File: src/design/bds_pkg.sv
// Shared types and constants for the 2x2 box-average downscaler.
package bds_pkg;

  localparam int DEF_MAX_WIDTH  = 4096;
  localparam int DEF_PIXEL_BITS = 16;

  localparam int PORT_BITS   = 16;
  localparam int WIDTH_BITS  = 13;
  localparam int HEIGHT_BITS = 16;
  localparam int CFG_BITS    = 16;
  localparam int CFG_IDX_BITS = 2;

  typedef enum logic [CFG_IDX_BITS-1:0] {
    CFG_IMAGE_WIDTH   = 2'd0,
    CFG_IMAGE_HEIGHT  = 2'd1,
    CFG_SAMPLE_SIGNED = 2'd2
  } cfg_index_t;

  localparam logic [WIDTH_BITS-1:0]  WIDTH_RESET  = 13'd4096;
  localparam logic [HEIGHT_BITS-1:0] HEIGHT_RESET = 16'd1;

  typedef struct packed {
    logic emit;
    logic store;
    logic only_row;
    logic last;
  } scan_ctl_t;

endpackage

File: src/design/bds_scan.sv
// Raster position counters, horizontal pair accumulation and block decisions.
module bds_scan
  import bds_pkg::*;
#(
  parameter int PIXEL_BITS = DEF_PIXEL_BITS,
  parameter int CW         = 12,
  parameter int AW         = 11,
  parameter int SW         = PIXEL_BITS + 2
) (
  input  logic                   clk,
  input  logic                   rst,
  input  logic                   accept,
  input  logic [PIXEL_BITS-1:0]  sample,
  input  logic                   sample_signed,
  input  logic [CW-1:0]          last_col,
  input  logic [HEIGHT_BITS-1:0] last_row,
  output scan_ctl_t              ctl,
  output logic [SW-1:0]          pair_next,
  output logic [AW-1:0]          slot
);

  logic [CW-1:0]          column_count;
  logic [HEIGHT_BITS-1:0] row_count;
  logic [SW-1:0]          pair_sum;
  logic [SW-1:0]          p;
  logic                   row_end;
  logic                   frame_end;
  logic                   lower_row;
  logic                   pair_done;
  logic                   out_row;

  always_comb begin
    p = {{2{sample_signed & sample[PIXEL_BITS-1]}}, sample};
    row_end   = column_count >= last_col;
    frame_end = row_count >= last_row;
    lower_row = row_count[0];
    ctl.only_row = !lower_row && frame_end;
    out_row = lower_row || ctl.only_row;
    if (!column_count[0]) begin
      pair_next = row_end ? (p + p) : p;
      pair_done = row_end;
    end else begin
      pair_next = pair_sum + p;
      pair_done = 1'b1;
    end
    ctl.emit  = pair_done && out_row;
    ctl.store = pair_done && !out_row;
    ctl.last  = row_end && frame_end;
    slot = AW'(column_count >> 1);
  end

  always_ff @(posedge clk) begin
    if (rst) begin
      column_count <= '0;
      row_count    <= '0;
      pair_sum     <= '0;
    end else if (accept) begin
      pair_sum <= pair_next;
      if (row_end) begin
        column_count <= '0;
        row_count    <= frame_end ? '0 : row_count + 1'b1;
      end else begin
        column_count <= column_count + 1'b1;
      end
    end
  end

endmodule

File: config.mk
export PLATFORM = sky130hd
export DESIGN_NAME = bds_scan
export DESIGN_NICKNAME = d
export VERILOG_FILES = /design/src/design/bds_pkg.sv /design/src/design/bds_scan.sv
export SDC_FILE = /design/constraint.sdc
export NUM_CORES = 1
export LEC_CHECK = 0
export ABC_AREA = 1
export BUFFER_PORTS_ARGS = -buffer_cell sky130_fd_sc_hd__buf_2
export CORE_MARGIN = 4
export CORE_UTILIZATION = 33
export CTS_CLUSTER_SIZE = 24
export DETAILED_ROUTE_END_ITERATION = 12
export SLEW_MARGIN = 20
export SYNTH_ARGS = -nofsm -noshare
export SYNTH_HDL_FRONTEND = slang
export SYNTH_SLANG_ARGS = --single-unit
File: constraint.sdc
create_clock -name clk -period 3.1 [get_ports clk]
set_input_delay 0.155 -clock clk [delete_from_list [all_inputs] [get_ports clk]]
set_output_delay 0.155 -clock clk [all_outputs]
set_load 0.02 [all_outputs]
# Word level (Yosys, flattened, before mapping)
# Cells that the tools add are included.
# totals
reg_bits,46
in_bits,48
output_inout_bits,33
elab_cells,23
# classes
addsub,4
magnitude_cmp,2
n_mux,5
bitwise_logic,1
reduce_logical,8
# ops
operator,count
$mux 18,2
$add 17x17->18,1
$add 18x18->18,1
$add 16x1->16 const B,1
$ge 16x16->1,1
$mux 16,1
$add 12x1->12 const B,1
$ge 12x12->1,1
$mux 12,1
$logic_and 1x1->1,4
$logic_not 1->1,2
$reduce_and 2->1,1
$and 1x1->1,1
$logic_or 1x1->1,1
$mux 1,1

# Logic depth before layout (Yosys ltp)
# logic_depth
ltp_word,5
depth_mapped,15
depth_no_buf,14

# Worst setup path after synthesis
# OpenSTA, ideal clock, no wires.
# synth_timing
path_type,flip-flop to output port
from,register column_count[0]
to,output ctl[2] (netlist name)
t_arrival_ns,2.238
required_time_ns,2.945
slack_ns,0.707
stages_incl_launch_ff,11
path_buffers,2
path_cell_list,dfxtp_1 -> clkbuf_1 -> inv_1 -> clkbuf_1 -> ha_1 -> nand2_1 -> nor2_1 -> nand3_1 -> nand3_4 -> nor2_1 -> nor3_1
# synth_lines
item,line,rtl
"start, declared",bds_scan.sv:22,logic [CW-1:0] column_count;
"start signal, assigned",bds_scan.sv:63,column_count <= column_count + 1'b1;
"end, declared",bds_scan.sv:17,"output scan_ctl_t ctl,"

==> results.ini <==
[worst_setup_path]
critical_path_required_ns = 2.94
cp-end-kind = output port
cp_cell_sequence = ha_1 -> nand2_1 -> nor2_1 -> nand3_1 -> buf_4 -> nand3_4 -> nor2_1 -> inv_1 -> o21ai_0 -> inv_1 -> buf_2
critPathMaxStageDelay_ns = 0.40
crit_arrival_ns = 2.41
crit_fanout = 22
cp_slowest_cell = dfxtp_1
critPathKind = flip-flop to output port
startpoint_type = flip-flop

[timing]
slew_violations = 0
final-hold-violation-count = 0
setup_violations = 0
layout_min_cycle_time_ns = 2.565
skew_ns = 0.007172
rsz0062_at_grt = no
fmax_mhz = 389.8
setup_ws_ns = 0.5348
slew_headroom = 0.6023
post-route-period-util = 0.8275
setup_tns_ns = 0
tightestPinTransition_ns = 0.5965

[floorplan]
fp.dieW_um = 125.4
fp.coreArea_sq_um = 13350
die_h_um = 125.4
start_util = 0.3406
ios = 81
rows = 42
dieArea_sq_um = 15720

[clock_tree]
clockBufferDepth = 2
numCtsBuffers = 5
cts_resized = 0
insertion_delay_ns = 0.29
clk_pin_slew_ns = 0.07
cts_hold_buffers = 0
cts_tree = built
cts.sinks = 46
cts_setup_buffers = 0
htreeDepth = 2
cts_root_buf = clkbuf_16

[yosys]
syn_area_per_cell_sq_um = 6.093
synth_edf_count = 0
async_reset_ff_frac = 0
ys_seq_area_frac = 0.2026
syn_inst = 746
synthMostInstantiatedCell = nand2_1
synth_area_sq_um = 4546
netlist.area_leader.share = 0.2026
synth_common_cells = 194 x nand2_1, 112 x inv_1, 100 x nor2_1, 69 x nand3_1, 47 x ha_1
synth-seq-cells = 46
synth_fp_nets = 842
yosysWarnings = 0
synth_top_area_cell = dfxtp_1
netlist_top_cells_area = dfxtp_1 20%, nand2_1 16%, ha_1 13%
synth_cell_types = 41
synth_ff_type = dfxtp_1

[global_route]
grt_pass1_wl_mm = 20.17
grt_pass1_vias = 4415
overflow = 0
antenna_found_initial = 0
grt_start_max_net_pins = 28
grt.total_usage = 0.1496

[power]
peakVddDrop_v = 0.0002610
power.leakage_uw = 0.002841
pwr_density_cell_nw_per_um2 = 325.8

[routing]
dr.pass1.iters = 4
first_iter_violations = 212
drc = 0
avgViaCountPerCell = 4.660
finalWirelength_mm = 11.76
vias = 4595
ant_nets = 0
wl_per_cell_um = 11.93

[layout]
nNetsFinal = 905
fill_cells = 1534
multiInputGateArea_sq_um = 3009
seqCellArea_sq_um = 920.9
final_util = 0.3880
drive_gt1_frac = 0.1444
antenna-diode-count = 0
area_growth_pct = 13.93

[flow_run]
maxCapViolCount = 0

[run_status]
run_status = finished, final reports clean

[placement]
io_buffers = 80
gp_congestion = 0.8107
dp_hpwl_mm = 9.205
place_ws_ns = 0.8073

[hold_path]
min_path_type = input pin to flip-flop

-- layout by cell type, fill, tap and decap left out, types with 5 or more instances in the layout --
cell	n
buf_2	80
inv_1	112
nor3_1	6
o21ai_0	16
nor2_1	100
nand3_1	69
xor2_1	13
nand3b_1	7
ha_1	47
buf_4	6
nand2_1	194
clkbuf_16	5
dfxtp_1	46
a21oi_1	41
nand4_1	24
-- logic make-up (layout without fill, tap and decap cells) --
family                   Yosys count  after routing  share of synthesized area
flip-flops                        46             46                     0.2026
adder cells (fa/ha/maj)           48             48                     0.1338
AND/OR/NAND/NOR                  425            425                     0.4173
AO/OA/AOI/OAI                     67             67                    0.08010
buffers and inverters            144            208                     0.1354
XOR/XNOR                          16             16                    0.03083
-- power by group --
group	switching, uW	internal (uW)	leakage (uW)	total (uW)
clock	257	304	0.0000704	561
combinational	317	182	0.00239	499
sequential	13.7	613	0.000375	626
-- registers in the layout (all words and copies together), names as in the netlist --
register      flops
column_count     12
pair_sum         18
row_count        16
-- stage by stage --
step                hold WS, ns  instances  total power [uW]  area (sq um)
CTS                      0.2162        986              1717          5179
global placement         0.5204        978              1141          5029
global route             0.2804        986              1807          5179
finish                   0.2218        986              1687          5179
detailed placement       0.5232        978              1141          5029
floorplan                0.3643        746             997.0          4546
-- routing by layer --
| layer | wire length [um] | share of wire | global-route usage |
|---|---|---|---|
| met3 | 340 | 0.029 | 0.02132 |
| met1 | 5752 | 0.49 | 0.1961 |
| met2 | 5591 | 0.48 | 0.2680 |
| met4 | 76 | 0.0065 | 0.01977 |
| met5 | 0 | 0 | 0 |
-- worst max-delay path, delay by kind of cell, from the launching register on --
family                     cells  cell delay [ns]
and+or+nand+nor                5             0.81
buffers and inverters          4             0.55
DFF                            1             0.40
adders and majority gates      1             0.27
AOI/OAI and AO/OA              1             0.10
-- layout make-up --
type	instances	area share
Clock buffer	5	0.02416
Tap cell	176	0.04252
Clock inverter	3	0.004832
Sequential cell	46	0.1778
Inverter	114	0.08359
Timing Repair Buffer	86	0.08601
Multi-Input combinational cell	556	0.5811
-- path summary, 6_finish.rpt --
check / start / endpoint / slack [ns] / depth (start not counted)
worst max-delay path: column_count[7] / ctl[3] / 0.53 / 11
worst min-delay path: sample[0] / pair_sum[0] / 0.22 / 5
worst max register to register: column_count[7] / row_count[7] / 0.80 / 11
worst min register to register: column_count[1] / column_count[1] / 0.54 / 2
(Power assumes the default switching activity.)
